File: src/hdl/fcfl_pkg.sv
// Shared types, codes and constants for the fixed chunk free list allocator.
// Used by every module of the block but the link memory; depends on nothing.
package fcfl_pkg;

    localparam int MAX_CHUNKS_DEF = 1024;
    localparam int CNT_FIELD_W    = 17;
    localparam int ADDR_W         = 32;
    localparam int SHIFT_W        = 5;
    localparam int CCOUNT_W       = 11;
    localparam int STATUS_W       = 3;
    localparam int BYTES_W        = 31;
    localparam int CFG_IDX_W      = 2;
    localparam int S_TDATA_W      = 32;
    localparam int M_TDATA_W      = 72;

    localparam logic [SHIFT_W-1:0]  SHIFT_MIN       = 5'd3;
    localparam logic [SHIFT_W-1:0]  SHIFT_MAX       = 5'd20;
    localparam logic [SHIFT_W-1:0]  SHIFT_RESET     = 5'd3;
    localparam logic [CCOUNT_W-1:0] CCOUNT_RESET    = 11'd1024;

    typedef enum logic [STATUS_W-1:0] {
        ST_OK         = 3'd0,
        ST_EXHAUSTED  = 3'd1,
        ST_RANGE      = 3'd2,
        ST_MISALIGNED = 3'd3,
        ST_NONE       = 3'd4
    } t_status;

    typedef enum logic {
        CMD_ALLOC = 1'b0,
        CMD_FREE  = 1'b1
    } t_cmd;

    typedef enum logic [CFG_IDX_W-1:0] {
        REG_POOL_BASE   = 2'd0,
        REG_CHUNK_SHIFT = 2'd1,
        REG_CHUNK_COUNT = 2'd2
    } t_reg_idx;

    typedef struct packed {
        logic                   recreate;
        logic [ADDR_W-1:0]      base;
        logic [SHIFT_W-1:0]     shift;
        logic [CNT_FIELD_W-1:0] count;
    } t_pool_cfg;

endpackage

File: src/hdl/fcfl_cfg.sv
// Configuration registers and their clamped effective values.
// Depends on fcfl_pkg.
module fcfl_cfg #(
    parameter int MAX_CHUNKS = fcfl_pkg::MAX_CHUNKS_DEF
) (
    input  logic                         i_clk,
    input  logic                         i_rst_n,
    input  logic                         i_cfg_valid,
    output logic                         o_cfg_ready,
    input  logic [fcfl_pkg::CFG_IDX_W-1:0] i_cfg_index,
    input  logic [31:0]                  i_cfg_data,
    output fcfl_pkg::t_pool_cfg          o_cfg
);
    import fcfl_pkg::*;

    logic [ADDR_W-1:0]      r_pool_base;
    logic [SHIFT_W-1:0]     r_chunk_shift;
    logic [CCOUNT_W-1:0]    r_chunk_count;
    logic                   wr_fire;
    logic                   wr_known;
    logic [CNT_FIELD_W-1:0] eff_count;
    logic [SHIFT_W-1:0]     eff_shift;

    assign o_cfg_ready = 1'b1;
    assign wr_fire     = i_cfg_valid && o_cfg_ready;
    assign wr_known    = (i_cfg_index == REG_POOL_BASE) || (i_cfg_index == REG_CHUNK_SHIFT) ||
                         (i_cfg_index == REG_CHUNK_COUNT);

    always_ff @(posedge i_clk) begin
        if (!i_rst_n) begin
            r_pool_base   <= '0;
            r_chunk_shift <= SHIFT_RESET;
            r_chunk_count <= CCOUNT_RESET;
        end else if (wr_fire) begin
            case (i_cfg_index)
                REG_POOL_BASE:   r_pool_base   <= i_cfg_data;
                REG_CHUNK_SHIFT: r_chunk_shift <= i_cfg_data[SHIFT_W-1:0];
                REG_CHUNK_COUNT: r_chunk_count <= i_cfg_data[CCOUNT_W-1:0];
                default: ;
            endcase
        end
    end

    always_comb begin
        if (r_chunk_shift < SHIFT_MIN) begin
            eff_shift = SHIFT_MIN;
        end else if (r_chunk_shift > SHIFT_MAX) begin
            eff_shift = SHIFT_MAX;
        end else begin
            eff_shift = r_chunk_shift;
        end
        if (r_chunk_count == '0) begin
            eff_count = CNT_FIELD_W'(1);
        end else if (32'(r_chunk_count) > 32'(MAX_CHUNKS)) begin
            eff_count = CNT_FIELD_W'(MAX_CHUNKS);
        end else begin
            eff_count = CNT_FIELD_W'(r_chunk_count);
        end
    end

    assign o_cfg.recreate = wr_fire && wr_known;
    assign o_cfg.base     = r_pool_base;
    assign o_cfg.shift    = eff_shift;
    assign o_cfg.count    = eff_count;

endmodule

File: config.mk
export PLATFORM = sky130hd
export DESIGN_NAME = fcfl_cfg
export DESIGN_NICKNAME = d
export VERILOG_FILES = /design/src/hdl/fcfl_pkg.sv /design/src/hdl/fcfl_cfg.sv
export SDC_FILE = /design/constraint.sdc
export NUM_CORES = 1
export LEC_CHECK = 0
export ABC_AREA = 1
export BUFFER_PORTS_ARGS = -buffer_cell sky130_fd_sc_hd__buf_2
export CORE_UTILIZATION = 30
export DETAILED_ROUTE_END_ITERATION = 16
export PLACE_DENSITY = 0.69
export SLEW_MARGIN = 30
export SYNTH_ARGS = -nofsm -noshare
export SYNTH_HDL_FRONTEND = slang
export SYNTH_SLANG_ARGS = --single-unit
File: constraint.sdc
create_clock -name i_clk -period 0.8 [get_ports i_clk]
set_input_delay 0 -clock i_clk [delete_from_list [all_inputs] [get_ports i_clk]]
set_output_delay 0 -clock i_clk [all_outputs]
set_load 0.005 [all_outputs]
==> summary.md, run 1 <==
| Metric | Value |
|---|---|
| Number of port buffers | `85` |
| Grt ovf | `0` |
| Wire per inst | `about 12 um` |
| Synth unique cells | `20` |
| Post-Route WL | `approximately 5.3 mm` |
| Die Width | `about 82 um` |
| Chip height | `~82 um` |
| Post-synthesis sequential area ratio | `between 40 and 50%` |
| Unrepaired setup endpoints after global routing | `true` |
| Total CTS buffers | `5` |
| Post-Synth Adder-Cell Area | `0%` |
| Pin count of the biggest net entering global routing | `30` |
| TNS Setup | `-6200 ps` |
| Mux cell area share after synthesis | `0%` |
| Min-Delay Path Class | `in2reg` |
| Failing checks | `negative setup slack` |
| Cell depth of the worst hold path | `3` |
| Final ANT Viol Nets | `0` |
| Initial DRC Count | `66` |
| Clock Root Buffer | `clkbuf_8` |
| Sink of the worst hold path | `r_chunk_shift[0]$_SDFFE_PN1P_` |
| Status | `finished with violations` |
| CTS tree | `yes` |
| Fin Clk Skew | `0 ps` |
| Final hold slack | `103 ps` |
| Synth Cell Area | `roughly 0.0019 mm^2` |
| Total power | `0.00533 W` |
| CP peak stage delay | `approximately 320 ps` |
| Total number of vias | `1996` |
| Io pins | `93` |
| Simple-gate portion of the synthesized area | `between 20 and 25%` |
| Maximum vdd ir drop | `about 1.1 mV` |
| Commonest non-fill, non-tap cell in the layout | `buf_2` |
| Gr usage total | `16.1%` |
| Xor/xnor share of the synthesized area | `0%` |
| Ant diodes | `0` |
| Max Fclk | `747 MHz` |
| Setup violators final | `15` |
| Final Hold Fails | `0` |
| Setup slack at placement | `-200 ps` |
| Htree depth | `2` |
| Synth warn | `0` |
| HPWL after DPL | `between 3 and 4 mm` |
| Initial antenna violation count | `0` |
| Worst R2R Start | `r_chunk_count[10]$_SDFFE_PN1P_` |
| Pre-Repair DR Iteration Count | `4` |
| Critical Path Source Type | `flop` |
| Clock transition at path regs | `~100 ps` |
| Largest family of logic cells by synthesized area | `simple AND/OR/NAND/NOR gates` |
| Yosys top cell by area | `dfxtp_1` |
| Reg-to-reg endpoint | `r_chunk_count[10]$_SDFFE_PN1P_` |
| Synth top area share | `between 40% and 50%` |
| PnR worst setup slack | `-538 ps` |
| # DRC | `0` |
| Count of final max-slew check failures | `0` |
| Compound-gate portion of the synthesized area | `about 17%` |
| Crit-path cells | `nor2_1, nand3_1, nor2_4, nor2_4, nor2_1, buf_2` |
| Min cycle time layout | `around 1300 ps` |
| CP arrival | `around 1300 ps` |
| CORE AREA | `between 0.006 and 0.007 mm^2` |
| Worst Hold Launch | `i_rst_n` |
| Vias in the first global route | `between 1500 and 2000` |
| Layout overhead on the synthesized area | `57.3%` |
| Vias per inst | `roughly 4.4` |
| Crit-path max FO | `5` |
| Critical-path top delay cell | `dfxtp_1` |
| FP Rows | `28` |
| Worst-Skew Late Latency | `300 ps` |
| Die area | `roughly 0.0067 mm^2` |
| Core Util, Final | `50.0%` |
| PwrDens | `about 1800 mW/mm^2` |
| First-pass GRT wire length | `between 8 and 9 mm` |
| Yosys reg bits | `48` |
| WS Path Type | `reg2out` |
| NumNets Final | `around 410` |
| Routability cong. | `a little over 0.7` |
| Required time of the critical path | `800 ps` |
| Max clock buf depth | `2` |
| Worst Setup End Kind | `output port` |
| R2R Setup Slk | `about 50 ps` |
| Tcrit/Tclk final | `167%` |
| Most frequent cells in the layout | `buf_2, nor2_1, o21ai_0, dlygate4sd3_1, dfxtp_1` |
| Sink Count | `between 40 and 50` |
| Post-Syn Instances | `253` |
| Max cap viols | `0` |
| Synth top area cells | `dfxtp_1, nor2_1, o21ai_0, a21oi_1, inv_1` |
| Worst Reg-to-Reg Cells | `3` |
| Share of cells above drive strength 1 | `between 30% and 40%` |
| Avg Synthesized Cell Area | `7.61 um^2` |
| Initial Util | `between 30% and 40%` |
| Leak | `around 1.5 nW` |
cell usage after synthesis:
| master | n |
|---|---|
| o21ai_0 | 35 |
| o211ai_1 | 3 |
| nor2_1 | 76 |
| nand2_1 | 6 |
| dfxtp_1 | 48 |
| nor2_4 | 1 |
| clkbuf_1 | 3 |
| buf_4 | 9 |
| inv_2 | 1 |
| buf_2 | 4 |
| conb_1 | 2 |
| nor2_2 | 6 |
| inv_1 | 20 |
| nand2_2 | 1 |
| clkbuf_2 | 1 |
| a21oi_1 | 16 |
| clkbuf_4 | 1 |
| buf_6 | 4 |
| nand3_1 | 5 |
| o21ai_1 | 11 |
stage by stage:
step	area, um^2	instances
after floorplan	1940	258
after global placement	2460	410
after detailed placement	2460	410
after CTS	2950	452
after global routing	3030	453
final	3030	453
cell type report:
| type | count | area, um^2 |
|---|---|---|
| Inverter | 21 | 88.8 |
| Fill cell | 600 | 3030 |
| Sequential cell | 48 | 983 |
| Clock inverter | 2 | 38.8 |
| Tap cell | 75 | 93.8 |
| Multi-Input combinational cell | 168 | 811 |
| Clock buffer | 6 | 82.6 |
| Timing Repair Buffer | 133 | 930 |
how the worst max path moves through the flow:
stage	endpoint	startpoint	slack, ps	depth (start not counted)
after global routing	o_cfg[6]	r_chunk_count[2]$_SDFFE_PN0P_	-600	6
after floorplan	o_cfg[1]	r_chunk_count[8]$_SDFFE_PN0P_	8	5
after global placement	o_cfg[1]	r_chunk_count[8]$_SDFFE_PN0P_	-210	6
after CTS	o_cfg[5]	r_chunk_count[8]$_SDFFE_PN0P_	-500	6
after detailed placement	o_cfg[5]	r_chunk_count[9]$_SDFFE_PN0P_	-200	6
final	o_cfg[5]	r_chunk_count[2]$_SDFFE_PN0P_	-540	6
report_power, final:
part           internal (W)  switching, W
registers           0.00252     0.0000616
clock network       0.00102      0.000850
logic              0.000441      0.000429
logic make-up (layout without fill, tap and decap cells):
kind of cell | count (synthesis) | count (layout)
AND/OR/NAND/NOR | 95 | 96
AO/OA/AOI/OAI | 65 | 65
flip-flops | 48 | 48
buffers and inverters | 43 | 162
other | 2 | 7
routing by layer:
metal | up-vias | share of wire (%) | track usage [%]
met5 | - | 0 | 0
met2 | 63 | 50 | 28.8
li1 | 1037 | - | -
met4 | 0 | 1.5 | 5.26
met1 | 888 | 44 | 18.8
met3 | 8 | 5.1 | 3.74
worst max-delay path: cells and delay by family, from the launching register on:
| kind | cells | cell delay, ps |
|---|---|---|
| flip-flops | 1 | 320 |
| AND/OR/NAND/NOR | 5 | 590 |
| buffers and inverters | 1 | 120 |
flip-flops by register name, summed over array words and instances (netlist names):
name and cells:
r_pool_base 32, r_chunk_shift 5, r_chunk_count 11
repair_timing:
item                                    CTS  global route
hold endpoints to repair                 38             0
resized for setup                        14            29
gates cloned                              0             1
pin swaps                                 4             4
hold buffers                             32             0
endpoints found under the setup margin   15            29
setup buffers                             2             0
No activity file was read; power rests on OpenSTA's default activity.
==> run 2, diff against run 1 <==
CELL_PAD_IN_SITES_DETAIL_PLACEMENT = 0   (was unset)
CELL_PAD_IN_SITES_GLOBAL_PLACEMENT = 1   (was unset)
CORE_UTILIZATION = 28   (was 30)
PLACE_DENSITY = 0.86   (was 0.69)
==> run 2 against run 1 <==
Effect of this change:
- the run ends with design-rule violations, negative setup slack left
- critical path depth grew 1
- sequential cell count is the same
- die area grew 7.0%
- worst setup slack gained 14 ps
- core utilization shrank 2.7 points
- register-to-register slack lost 50 ps
- combinational power grew 6.3%
- final area grew 1.4%
- highest routed layer unchanged
==> summary.md, run 2 (same netlist as run 1, synthesis figures left out) <==
| Metric | Value |
|---|---|
| # DRC | `6` |
| Vias in the first global route | `about 1900` |
| Register area | `around 980 um^2` |
| Most frequent cells in the layout | `buf_2, nor2_1, o21ai_0, dlygate4sd3_1, dfxtp_1` |
| PwrDens | `around 1700 mW/mm^2` |
| Reg with most FFs | `r_pool_base` |
| Total CTS buffers | `5` |
| R2R Setup Slk | `0 ps` |
| Max clock buf depth | `2` |
| Flop pwr share | `between 40 and 50%` |
| Clock Root Buffer | `clkbuf_8` |
| CORE AREA | `0.00649 mm^2` |
| Chip height | `about 85 um` |
| Worst Setup End Kind | `output port` |
| Gr usage total | `between 10% and 20%` |
| Switching Share | `around a quarter` |
| PnR worst setup slack | `-524 ps` |
| Vias per inst | `4.40` |
| Final Hold Fails | `0` |
| First-pass GRT wire length | `8.52 mm` |
| Wire per inst | `11.4 um` |
| Clock transition at path regs | `approximately 100 ps` |
| Tcrit/Tclk final | `165%` |
| Clock power share | `around a third` |
| Max FFs per register | `32` |
| Total number of vias | `2020` |
| Failing checks | `design-rule violations, negative setup slack` |
| Status | `finished with violations` |
| Min cycle time layout | `around 1300 ps` |
| Combinational Power Share | `17.6%` |
| Top flop regs | `r_pool_base (32), r_chunk_count (11), r_chunk_shift (5)` |
| Final ANT Viol Nets | `0` |
| CTS tree | `yes` |
| Final instance area | `slightly above 0.003 mm^2` |
| Leak | `approximately 1.5 nW` |
| Io pins | `93` |
| Pin count of the biggest net entering global routing | `a little under 50` |
| NumNets Final | `418` |
| Filler Cell Count | `630` |
| Die area | `approximately 0.0072 mm^2` |
| Max cap viols | `0` |
| Worst-Skew Late Latency | `around 300 ps` |
| FP Rows | `29` |
| Final hold slack | `about 120 ps` |
| Placed Area | `roughly 0.0025 mm^2` |
| Maximum vdd ir drop | `~0.96 mV` |
| Sink Count | `48` |
| TNS Setup | `-5940 ps` |
| Net Switching | `about 0.0013 W` |
| Multi-input combinational cell area | `~830 um^2` |
| Share of cells above drive strength 1 | `41.9%` |
| Routability cong. | `between 0.7 and 0.8` |
| CP arrival | `~1300 ps` |
| WS Path Type | `reg2out` |
| Initial antenna violation count | `0` |
| Min-Delay Path Class | `in2reg` |
| Total power | `between 0.005 and 0.006 W` |
| Unrepaired setup endpoints after global routing | `true` |
| Fin Clk Skew | `0 ps` |
| Pre-Repair DR Iteration Count | `11` |
| Pint | `between 0.003 and 0.004 W` |
| Htree depth | `2` |
| Critical Path Source Type | `flop` |
| Number of port buffers | `85` |
| Commonest non-fill, non-tap cell in the layout | `buf_2` |
| Die Width | `~85 um` |
| Count of final max-slew check failures | `0` |
| Ant diodes | `0` |
| Grt ovf | `0` |
| Layout overhead on the synthesized area | `59.6%` |
| Initial Util | `about 30%` |
| Core Util, Final | `between 40% and 50%` |
| Crit-path max FO | `5` |
| Post-Route WL | `around 5.2 mm` |
| Required time of the critical path | `about 800 ps` |
| Initial DRC Count | `88` |
| Setup violators final | `16` |
| Max Fclk | `about 760 MHz` |
| HPWL after DPL | `roughly 3.3 mm` |
==> run 2: metrics by stage <==
stage | setup slack (ps) | std cells
2_1_floorplan | 7.62 | 258
3_3_place_gp | -215 | 412
3_5_place_dp | -244 | 412
4_1_cts | -566 | 457
5_1_grt | -629 | 459
6_report | -524 | 459
==> run 2: worst paths after layout <==
kind	from	endpoint	cells past startpoint
worst min-delay path	i_rst_n	r_chunk_count[10]$_SDFFE_PN1P_	3
worst max register to register	r_chunk_shift[3]$_SDFFE_PN0P_	r_chunk_shift[3]$_SDFFE_PN0P_	4
worst min register to register	r_pool_base[31]$_SDFFE_PN0P_	r_pool_base[31]$_SDFFE_PN0P_	2
worst max-delay path	r_chunk_count[9]$_SDFFE_PN0P_	o_cfg[7]	7
==> run 2: timing repair <==
item,4_1_cts,5_1_grt
setup buffers,5,2
gates resized for setup,22,30
endpoints found under the setup margin,15,25
pin swaps,10,9
hold buffers,32,0
hold endpoints to repair,39,0
==> run 2: layout make-up <==
type | instances | share of cell area [%]
repair buffers | 138 | 31.4
clock inverters | 3 | 1.39
clock buffers | 5 | 2.24
flip-flops and latches | 48 | 32.0
inverters | 21 | 2.89
well taps | 77 | 3.14
multi-input cells | 167 | 26.9
==> run 2: routing by layer <==
layer  global-route usage [%]  vias to the layer above  routed length, um
met5                        0                        -                  0
met4                     4.93                        0                101
met3                     4.28                        9                340
met2                     25.2                       63               2460
met1                     17.9                      910               2320
li1                         -                     1038                  -
==> run 2: power by group through the flow <==
| stage | logic, W | registers [W] | clock network, W |
|---|---|---|---|
| 2_1_floorplan | 0.000349 | 0.00263 | 0 |
| 5_1_grt | 0.00103 | 0.00260 | 0.00195 |
| 4_1_cts | 0.000870 | 0.00257 | 0.00182 |
| 6_report | 0.000926 | 0.00258 | 0.00175 |
| 3_5_place_dp | 0.000680 | 0.00262 | 0 |
| 3_3_place_gp | 0.000674 | 0.00262 | 0 |
==> run 2: worst max-delay path, stage by stage, from the launching register on <==
cell and delay, ps:
dfxtp_2 330, nor2_1 90, nand3_1 80, nor2_2 140, nor2_2 60, buf_6 140, nor2_2 70, buf_2 110
==> run 3, diff against run 2 <==
CORE_ASPECT_RATIO = 1.5   (was unset)
==> run 3 against run 2 <==
Effect of this change:
- the flow finishes with violations (negative setup slack)
- highest routed layer unchanged
- core utilization decreased by 1.4 points
- sequential share of layout area increased by 0.39 points
- wire length increased by 1.6%
- sequential power about the same
==> summary.md, run 3 (same netlist as run 1, synthesis figures left out) <==
| Metric | Value |
|---|---|
| Commonest non-fill, non-tap cell in the layout | `buf_2` |
| Top flop regs | `r_pool_base (32), r_chunk_count (11), r_chunk_shift (5)` |
| Crit-path max FO | `4` |
| HPWL after DPL | `roughly 3.6 mm` |
| Worst Reg-to-Reg Cells | `3` |
| Max Fclk | `761 MHz` |
| CTS tree | `yes` |
| Pin count of the biggest net entering global routing | `a little under 50` |
| Clock Root Buffer | `clkbuf_8` |
| Htree depth | `2` |
| Sink Count | `between 40 and 50` |
| Ant diodes | `0` |
| Clock transition at path regs | `approximately 90 ps` |
| First-pass GRT wire length | `around 8.6 mm` |
| Filler Cell Count | `around 660` |
| Routability cong. | `0.745` |
| WS Path Type | `reg2out` |
| R2R Setup Slk | `60 ps` |
| PwrDens | `about 1800 mW/mm^2` |
| Max cap viols | `0` |
| # DRC | `0` |
| Setup slack at placement | `-233 ps` |
| Most frequent cells in the layout | `buf_2, nor2_1, o21ai_0, dfxtp_1, dlygate4sd3_1` |
| Leak | `between 1.5 and 2 nW` |
| Worst Hold Launch | `i_rst_n` |
| Layout overhead on the synthesized area | `56.8%` |
| Min cycle time layout | `1310 ps` |
| Fin Clk Skew | `0 ps` |
| Total number of vias | `2002` |
| Setup violators final | `15` |
| Unrepaired setup endpoints after global routing | `true` |
| Initial Util | `29.3%` |
| Gr usage total | `between 10 and 15%` |
| Maximum vdd ir drop | `just over 0.9 mV` |
| FP Rows | `36` |
| Failing checks | `negative setup slack` |
| Final hold slack | `about 140 ps` |
| Reg with most FFs | `r_pool_base` |
| CORE AREA | `between 0.006 and 0.007 mm^2` |
| Vias in the first global route | `1937` |
| Pre-Repair DR Iteration Count | `4` |
| Placed insts | `412` |
| Crit-path cells | `nor2_2, nand3_2, nor2_4, nor2_2, nor2_1, buf_2` |
| Wire per inst | `roughly 12 um` |
| Max clock buf depth | `2` |
| Min-Delay Path Class | `in2reg` |
| Die Width | `69.7 um` |
| Tcrit/Tclk final | `164%` |
| Share of cells above drive strength 1 | `just under 40%` |
| CP arrival | `1310 ps` |
| Status | `finished with violations` |
| Grt ovf | `0` |
| Initial antenna violation count | `0` |
| Core Util, Final | `between 40% and 50%` |
| Initial DRC Count | `90` |
| Required time of the critical path | `about 800 ps` |
| Count of final max-slew check failures | `0` |
| CP peak stage delay | `~340 ps` |
| Placed Area | `around 0.0024 mm^2` |
| Post-Route WL | `5.30 mm` |
| Cell depth of the worst hold path | `3` |
| Final ANT Viol Nets | `0` |
| Critical Path Source Type | `flop` |
| Reg-to-reg endpoint | `r_chunk_count[0]$_SDFFE_PN0P_` |
| Cell mode on critical path | `nor2_2` |
| Number of port buffers | `85` |
| Chip height | `roughly 100 um` |
| Vias per inst | `approximately 4.4` |
| PnR worst setup slack | `-513 ps` |
| NumNets Final | `414` |
| Worst Setup End Kind | `output port` |
| Post-Layout Cell Count | `~450` |
| Worst R2R Start | `r_chunk_count[0]$_SDFFE_PN0P_` |
| Critical path's top delay family | `simple AND/OR/NAND/NOR gates` |
| Buf/Inv on CP | `1` |
| Max FFs per register | `32` |
| Critical-path top delay cell | `dfxtp_2` |
| Io pins | `93` |
| Die area | `0.00722 mm^2` |
| Worst-Skew Late Latency | `~300 ps` |
| Final instance area | `approximately 0.003 mm^2` |
| Total CTS buffers | `5` |
| Final Hold Fails | `0` |
| Sink of the worst hold path | `r_chunk_shift[1]$_SDFFE_PN1P_` |
==> run 3: routing by layer <==
metal  up-vias  track usage (%)  part of all wire (%)
li1       1032                -                     -
met2        52             26.6                    54
met3        11             3.02                   4.0
met1       907             15.7                    39
met5         -                0                     0
met4         0             7.29                   2.7
==> run 3: power by group <==
group          switching (W)  leakage, nW  internal, W
registers          0.0000644        0.398      0.00252
logic               0.000433         1.05     0.000437
clock network       0.000807       0.0614      0.00102
total                0.00130         1.51      0.00398
==> run 3: worst max-delay path by stage <==
stage,start,end,cells past startpoint
global placement,r_chunk_count[9]$_SDFFE_PN0P_,o_cfg[3],6
finish,r_chunk_count[0]$_SDFFE_PN0P_,o_cfg[7],6
CTS,r_chunk_count[0]$_SDFFE_PN0P_,o_cfg[4],6
global route,r_chunk_count[0]$_SDFFE_PN0P_,o_cfg[7],6
detailed placement,r_chunk_count[9]$_SDFFE_PN0P_,o_cfg[4],6
floorplan,r_chunk_count[8]$_SDFFE_PN0P_,o_cfg[1],5
==> run 3: per-stage QoR <==
stage / total power (W) / TNS [ps]
after floorplan: 0.00297 / 0
after global placement: 0.00327 / -3370
after detailed placement: 0.00328 / -4130
after CTS: 0.00530 / -6030
after global routing: 0.00553 / -6850
final: 0.00528 / -5810
==> run 3: layout make-up <==
cell class                      count  area, um^2  share of cell area (%)
Sequential cell                    48         978                    32.4
Timing Repair Buffer              133         911                    30.2
Multi-Input combinational cell    168         823                    27.3
Tap cell                           76        95.1                    3.15
Inverter                           21        88.8                    2.94
Clock buffer                        6        82.6                    2.74
Clock inverter                      2        38.8                    1.29
==> run 3: timing repair <==
item	CTS	global route
setup endpoints to repair	15	22
setup buffers	0	1
gates cloned	0	1
hold endpoints to repair	36	0
hold buffers	32	0
pin swaps	5	3
resized for setup	23	21
==> run 3: tightest hold or removal path, stage by stage <==
cell and delay [ps]:
buf_2 110, buf_12 160, o211ai_1 100
